--- config.mk ---
export PLATFORM = sky130hd
export DESIGN_NAME = button_debounce_click_longpress
export DESIGN_NICKNAME = d
export VERILOG_FILES = /design/src/hw/rtl/bdcl_pkg.sv /design/src/hw/rtl/bdcl_in_stage.sv /design/src/hw/rtl/bdcl_core.sv /design/src/hw/rtl/button_debounce_click_longpress.sv
export SDC_FILE = /design/constraint.sdc
export NUM_CORES = 1
export LEC_CHECK = 0
export ABC_AREA = 1
export BUFFER_PORTS_ARGS = -buffer_cell sky130_fd_sc_hd__buf_4
export CAP_MARGIN = 20
export CORE_UTILIZATION = 52
export CTS_BUF_LIST = sky130_fd_sc_hd__clkbuf_4 sky130_fd_sc_hd__clkbuf_8 sky130_fd_sc_hd__clkbuf_16
export CTS_CLUSTER_DIAMETER = 120
export DETAILED_ROUTE_END_ITERATION = 8
export PLACE_DENSITY = 0.71
export SLEW_MARGIN = 0
export SYNTH_ARGS = -nofsm -noshare
export SYNTH_HDL_FRONTEND = slang
export SYNTH_SLANG_ARGS = --single-unit
--- constraint.sdc ---
create_clock -name clock -period 8.6 [get_ports clock]
set_clock_uncertainty 0.1 [all_clocks]
set_input_delay 1.72 -clock clock [delete_from_list [all_inputs] [get_ports clock]]
set_output_delay 1.72 -clock clock [all_outputs]
set_load 0.01 [all_outputs]
--- src/hw/rtl/bdcl_pkg.sv ---
// ----------------------------------------------------------------------------
// bdcl_pkg
// Shared types and constants for the button debounce / click / long press
// qualifier.
// ----------------------------------------------------------------------------
package bdcl_pkg;

   localparam int unsigned TIME_W = 32;
   localparam int unsigned CFG_W  = 16;

   // request tdata: raw_down, now_ms, zero fill to 40 bits
   localparam int unsigned REQ_DATA_W = 40;
   // response tdata: down, pressed, released, click, long_press, hold_ms, fill
   localparam int unsigned RSP_DATA_W = 40;

   // register indexes
   localparam logic REG_DEBOUNCE   = 1'b0;
   localparam logic REG_LONG_PRESS = 1'b1;

   // request kinds carried in tuser
   localparam logic ACT_SAMPLE = 1'b0;
   localparam logic ACT_RESYNC = 1'b1;

   localparam logic [CFG_W-1:0] DEBOUNCE_RESET   = 16'd50;
   localparam logic [CFG_W-1:0] LONG_PRESS_RESET = 16'd600;

   typedef struct packed {
      logic              action;
      logic              raw_down;
      logic [TIME_W-1:0] now_ms;
   } req_item_type;

   typedef struct packed {
      logic              down;
      logic              pressed;
      logic              released;
      logic              click;
      logic              long_press;
      logic [TIME_W-1:0] hold_ms;
   } rsp_item_type;

   typedef struct packed {
      logic [CFG_W-1:0] debounce_ms;
      logic [CFG_W-1:0] long_press_ms;
   } cfg_type;

endpackage

--- src/hw/rtl/bdcl_in_stage.sv ---
// ----------------------------------------------------------------------------
// bdcl_in_stage
// Input register: captures one request and holds it until the core takes it.
// ----------------------------------------------------------------------------
module bdcl_in_stage
   import bdcl_pkg::*;
(
   input  logic         clock,
   input  logic         reset,
   input  logic         in_valid,
   output logic         in_ready,
   input  req_item_type in_item,
   output logic         out_valid,
   input  logic         out_take,
   output req_item_type out_item
);

   logic         valid_ff, valid_in;
   req_item_type item_ff, item_in;

   // free when empty or when the held request leaves this cycle
   assign in_ready = !valid_ff || out_take;

   always_comb begin
      valid_in = valid_ff;
      item_in  = item_ff;
      if (in_ready) begin
         valid_in = in_valid;
         if (in_valid) begin
            item_in = in_item;
         end
      end
   end

   always_ff @(posedge clock) begin
      if (reset) begin
         valid_ff <= 1'b0;
      end else begin
         valid_ff <= valid_in;
      end
      item_ff <= item_in;
   end

   assign out_valid = valid_ff;
   assign out_item  = item_ff;

endmodule

--- src/hw/rtl/bdcl_core.sv ---
// ----------------------------------------------------------------------------
// bdcl_core
// Debounce and press tracking state, one request per cycle while the
// response slot is free or draining, with the registered response stage.
// ----------------------------------------------------------------------------
module bdcl_core
   import bdcl_pkg::*;
(
   input  logic         clock,
   input  logic         reset,
   input  cfg_type      cfg,
   input  logic         in_valid,
   output logic         in_take,
   input  req_item_type in_item,
   output logic         rsp_valid,
   input  logic         rsp_ready,
   output rsp_item_type rsp_item
);

   logic              raw_level_ff, raw_level_in;
   logic [TIME_W-1:0] raw_changed_ff, raw_changed_in;
   logic              stable_ff, stable_in;
   logic [TIME_W-1:0] press_time_ff, press_time_in;
   logic              long_sent_ff, long_sent_in;
   logic              rsp_valid_ff, rsp_valid_in;
   rsp_item_type      rsp_ff, rsp_in;

   logic              changed;
   logic [TIME_W-1:0] elapsed;
   logic              settled;
   logic              edge_hit;
   logic              press_hit;
   logic              long_clr;
   logic [TIME_W-1:0] hold;
   logic              long_hit;

   // take a request when the response slot is free or draining
   assign in_take = in_valid && (!rsp_valid_ff || rsp_ready);

   // sample path
   always_comb begin
      changed   = in_item.raw_down != raw_level_ff;
      elapsed   = changed ? '0 : in_item.now_ms - raw_changed_ff;
      settled   = elapsed >= {{(TIME_W-CFG_W){1'b0}}, cfg.debounce_ms};
      edge_hit  = settled && (stable_ff != in_item.raw_down);
      press_hit = edge_hit && in_item.raw_down;
      long_clr  = press_hit ? 1'b0 : long_sent_ff;
      // on the press itself the hold time is zero
      hold      = press_hit ? '0 : in_item.now_ms - press_time_ff;
      long_hit  = (edge_hit ? in_item.raw_down : stable_ff) && !long_clr &&
                  (hold >= {{(TIME_W-CFG_W){1'b0}}, cfg.long_press_ms});
   end

   // next state and response
   always_comb begin
      raw_level_in   = raw_level_ff;
      raw_changed_in = raw_changed_ff;
      stable_in      = stable_ff;
      press_time_in  = press_time_ff;
      long_sent_in   = long_sent_ff;
      rsp_in         = rsp_ff;
      rsp_valid_in   = rsp_valid_ff && !rsp_ready;
      if (in_take) begin
         rsp_valid_in = 1'b1;
         if (in_item.action == ACT_RESYNC) begin
            raw_level_in   = in_item.raw_down;
            stable_in      = in_item.raw_down;
            raw_changed_in = in_item.now_ms;
            press_time_in  = in_item.now_ms;
            long_sent_in   = 1'b0;
            rsp_in         = '0;
            rsp_in.down    = in_item.raw_down;
         end else begin
            raw_level_in = in_item.raw_down;
            if (changed) begin
               raw_changed_in = in_item.now_ms;
            end
            if (edge_hit) begin
               stable_in = in_item.raw_down;
            end
            if (press_hit) begin
               press_time_in = in_item.now_ms;
            end
            long_sent_in       = long_clr || long_hit;
            rsp_in.down        = stable_in;
            rsp_in.pressed     = press_hit;
            rsp_in.released    = edge_hit && !in_item.raw_down;
            rsp_in.click       = edge_hit && !in_item.raw_down && !long_sent_ff;
            rsp_in.long_press  = long_hit;
            rsp_in.hold_ms     = stable_in ? hold : '0;
         end
      end
   end

   always_ff @(posedge clock) begin
      if (reset) begin
         raw_level_ff   <= 1'b0;
         raw_changed_ff <= '0;
         stable_ff      <= 1'b0;
         press_time_ff  <= '0;
         long_sent_ff   <= 1'b0;
         rsp_valid_ff   <= 1'b0;
      end else begin
         raw_level_ff   <= raw_level_in;
         raw_changed_ff <= raw_changed_in;
         stable_ff      <= stable_in;
         press_time_ff  <= press_time_in;
         long_sent_ff   <= long_sent_in;
         rsp_valid_ff   <= rsp_valid_in;
      end
      rsp_ff <= rsp_in;
   end

   assign rsp_valid = rsp_valid_ff;
   assign rsp_item  = rsp_ff;

endmodule

--- src/hw/rtl/button_debounce_click_longpress.sv ---
// ----------------------------------------------------------------------------
// button_debounce_click_longpress
// Push-button qualifier: debounce, press/release edges, click and long press.
// ----------------------------------------------------------------------------
// Each request carries the raw button level and a wrapping millisecond
// timestamp and produces exactly one response. The block takes one request
// per clock while the response side is ready; any response stall holds off
// req_tready in the same cycle once both registers are full. A request passes
// through the input register, then the response register. The rate is set
// by the state update loop, which is combinational: two 32-bit subtractions
// and compares against the thresholds. A resync request (tuser set) loads the
// level and the time directly and reports no edge. Write thresholds through
// csr_* only while no request is in flight.
// ----------------------------------------------------------------------------
module button_debounce_click_longpress
   import bdcl_pkg::*;
(
   input  logic                  clock,
   input  logic                  reset,
   // request channel
   input  logic                  req_tvalid,
   output logic                  req_tready,
   input  logic [REQ_DATA_W-1:0] req_tdata,   // [0] raw_down, [32:1] now_ms, rest zero
   input  logic                  req_tuser,   // [0] action
   // response channel
   output logic                  rsp_tvalid,
   input  logic                  rsp_tready,
   output logic [RSP_DATA_W-1:0] rsp_tdata,   // [0] down, [1] pressed, [2] released,
                                              // [3] click, [4] long_press,
                                              // [36:5] hold_ms, rest zero
   // configuration
   input  logic                  csr_we,
   input  logic                  csr_index,
   input  logic [CFG_W-1:0]      csr_wdata
);

   cfg_type      cfg_ff, cfg_in;
   req_item_type req_item;
   req_item_type stage_item;
   logic         stage_valid;
   logic         stage_take;
   rsp_item_type rsp_item;

   // threshold registers
   always_comb begin
      cfg_in = cfg_ff;
      if (csr_we) begin
         unique case (csr_index)
            REG_DEBOUNCE:   cfg_in.debounce_ms   = csr_wdata;
            REG_LONG_PRESS: cfg_in.long_press_ms = csr_wdata;
            default:        cfg_in = cfg_ff;
         endcase
      end
   end

   always_ff @(posedge clock) begin
      if (reset) begin
         cfg_ff.debounce_ms   <= DEBOUNCE_RESET;
         cfg_ff.long_press_ms <= LONG_PRESS_RESET;
      end else begin
         cfg_ff <= cfg_in;
      end
   end

   // unpack request
   assign req_item.action   = req_tuser;
   assign req_item.raw_down = req_tdata[0];
   assign req_item.now_ms   = req_tdata[TIME_W:1];

   bdcl_in_stage u_in_stage (
      .clock     (clock),
      .reset     (reset),
      .in_valid  (req_tvalid),
      .in_ready  (req_tready),
      .in_item   (req_item),
      .out_valid (stage_valid),
      .out_take  (stage_take),
      .out_item  (stage_item)
   );

   bdcl_core u_core (
      .clock     (clock),
      .reset     (reset),
      .cfg       (cfg_ff),
      .in_valid  (stage_valid),
      .in_take   (stage_take),
      .in_item   (stage_item),
      .rsp_valid (rsp_tvalid),
      .rsp_ready (rsp_tready),
      .rsp_item  (rsp_item)
   );

   // pack response
   assign rsp_tdata = {{(RSP_DATA_W-TIME_W-5){1'b0}}, rsp_item.hold_ms,
                       rsp_item.long_press, rsp_item.click, rsp_item.released,
                       rsp_item.pressed, rsp_item.down};

   // press and release never share a response
   a_edge_excl: assert property (@(posedge clock) disable iff (reset)
      rsp_tvalid |-> !(rsp_item.pressed && rsp_item.released))
      else $error("press and release in one response");

   // a click only comes with a release
   a_click_rel: assert property (@(posedge clock) disable iff (reset)
      (rsp_tvalid && rsp_item.click) |-> rsp_item.released)
      else $error("click without release");

   // long press and nonzero hold only while down
   a_long_down: assert property (@(posedge clock) disable iff (reset)
      (rsp_tvalid && (rsp_item.long_press || rsp_item.hold_ms != '0)) |-> rsp_item.down)
      else $error("long press or hold time while up");

   // a press response carries zero hold time
   a_press_hold: assert property (@(posedge clock) disable iff (reset)
      (rsp_tvalid && rsp_item.pressed) |-> (rsp_item.hold_ms == '0))
      else $error("hold time nonzero on press");

endmodule
==> run metrics <==
initial antenna violation count 0; Nets 1,792; Startpoint Class flip-flop; share of total power in the clock network about a third; Area Overhead vs Synth 13.4%; register share of total power slightly below 40%; Setup crit start u_in_stage.out_item[1]; Arr. time, crit path around 6100 ps; library cells used by synthesis 51; Fin Hold WS about 360 ps; dpl ws about 2700 ps; CP endpoint kind flip-flop; clk slew on worst S/H paths 70 ps; setup repair bufs after CTS 0; Hold Crit Class flip-flop to flip-flop; most frequent cells in the layout 354 x nand2_1, 281 x inv_1, 160 x a21oi_1, 126 x o21ai_0, 106 x nor2_1; Switching Power 811 µW; die area 0.0223 mm²; FFs w/ async S/R, synth 0%; Comb pwr share 28.4%; final setup fails 0; Resized Gates After CTS 0; Setup TNS Final 0 ps; PD cells 189 mW/mm²; layout cells sized above 1 a little under an eighth; grt ovf 0; placed insts 1,889; DRC 0; first-pass GRT wire length 45,000 µm; most used cell, CP nand2_1; Max VDD drop 0.147 mV; Total Routed Length about 27,000 µm; Max-Cap Viols 0; result of the run finished, final reports clean; sequential share of the synthesized area between 30% and 40%; TritonCTS clock tree built; number of synthesized flops with an enable pin 71; ANT cells 0; via count 9,952; Initial Util 53.3%; Post-CTS Hold Fix Bufs 0; Slew @ Worst Pin 853 ps; worst r2r src u_in_stage.out_item[1]; clock sinks 172; Fmax achieved 0.168 GHz; CP delay by family, top simple AND/OR/NAND/NOR gates; Std-Cell Rows between 50 and 60; ys flop type dfxtp_1; Die Ht 149 µm; Hold Startpoint u_core.press_time_ff[18]; max incr delay on CP 510 ps; Max Fanout on Critical Path 37; CTS Buf Count 17; via count of the first global-routing pass between 9,000 and 10,000; largest net degree at the start of global routing slightly below 100; GR Util All Layers 25.7%; Die W 149 µm; clock latency on the worst-skew pair 440 ps; worst path bufs/invs 3; drt first pass iters 5; Sw Share approximately 34%; mapped cell area 0.0113 mm²; synthesized flop and latch total 172; ANT nets after route 0; yosys warns 0; Leak ~0.0061 µW; Wirelength per Cell roughly 14 µm; Critical-path top delay cell edfxtp_1; port bufs 94; Hold Vio Cnt, Final 0; CP Class flip-flop to flip-flop; worst path required time 8680 ps; H-tree depth 4; CTS Root Cell clkbuf_16; max-slew violations 0; core area 0.0212 mm²; Post-DP HPWL 21,300 µm; most common cell after layout, fill and taps aside nand2_1; GP Congestion roughly 0.89; Final min period roughly 6000 ps; Vias/cell a little over 5; final setup margin 2630 ps; # fillers 1,983; # IOs 105; Final period util 69.4%; non-filler cells in the finished layout 1,921; slew margin rel. 43.1%; RSZ-0062 raised after global routing no; clock buffer depth 2; cell-internal power roughly 1600 µW; DR iter-0 viols 558; Gate Count Post-Synth 1,551; synthesized area per cell a little over 7 µm²
==> Yosys cell counts, drive strengths merged, types with 17 or more instances <==
library cell  number  share of area, %
nand2            366                13
inv              288               9.6
a21oi            163               7.4
o21ai            132               5.9
nor2             113               4.0
dfxtp            101                18
ha                94                10
edfxtp            71                19
nand3             60               2.9
nor3              30               2.2
clkbuf            24              0.80
xor2              17               1.3
==> worst register-to-register path, delay by kind of cell, from the launching register on <==
family | cells | cell delay [ps]
AOI/OAI and AO/OA | 8 | 1210
adders and majority gates | 3 | 890
and+or+nand+nor | 18 | 2270
DFF | 1 | 510
buffers and inverters | 3 | 530
xor gates and xnor gates | 1 | 200
==> cell families (layout without fill, tap and decap cells) <==
group / after synthesis / after routing / synth area share (%)
AOI/OAI and AO/OA: 325 / 325 / 15.3
adders and majority gates: 96 / 96 / 10.8
DFF: 172 / 172 / 36.8
and+or+nand+nor: 596 / 596 / 23.2
xor gates and xnor gates: 30 / 30 / 2.33
other: 1 / 3 / 0.0332
buffers and inverters: 331 / 424 / 11.6
==> path summary, 6_finish.rpt <==
kind | slack [ps] | endpoint | cells after the start
setup / recovery | 2630 | u_core.rsp_item[32] | 33
hold / removal | 360 | u_core.press_time_ff[18] | 2
setup reg to reg | 2630 | u_core.rsp_item[32] | 33
hold reg to reg | 360 | u_core.press_time_ff[18] | 2
==> power by group through the flow <==
stage	combinational (µW)	sequential [µW]	clock, µW
3_3_place_gp	666	952	0
2_1_floorplan	505	949	0
3_5_place_dp	679	954	0
4_1_cts	685	936	808
5_1_grt	786	941	843
6_report	686	936	796
==> sequential cells by signal, summed over array words and instances, names as in the netlist <==
name                   cells
u_core.rsp_item           37
u_in_stage.out_item       34
cfg_ff                    32
u_core.press_time_ff      32
u_core.raw_changed_ff     32
u_core.long_sent_ff        1
u_core.raw_level_ff        1
u_core.rsp_valid           1
u_core.stable_ff           1
u_in_stage.out_valid       1
==> cell type report <==
type                       instances  area (µm²)  share of cell area (%)
timing repair buffer             101         758                    5.93
inverter                         291        1090                    8.56
tap                              275         344                    2.69
clock inverter                    11         118                   0.919
multi-input combinational       1050        5830                    45.6
clock buffer                      21         490                    3.83
sequential                       172        4150                    32.5
==> metrics by stage <==
stage               power, µW  instance area, µm²  utilization [%]
finish                   2420               12800             60.5
global route             2570               12800             60.5
CTS                      2430               12800             60.5
detailed placement       1630               12200             57.6
global placement         1620               12200             57.6
floorplan                1450               11300                -
==> routing by layer <==
metal	global-route usage (%)	vias up	wire length (µm)
met5	0	-	0
met4	6.28	0	370
met3	3.43	27	1390
met2	43.2	231	12700
met1	34.9	4525	12900
li1	-	5169	-
No activity file was read; power rests on OpenSTA's default activity.
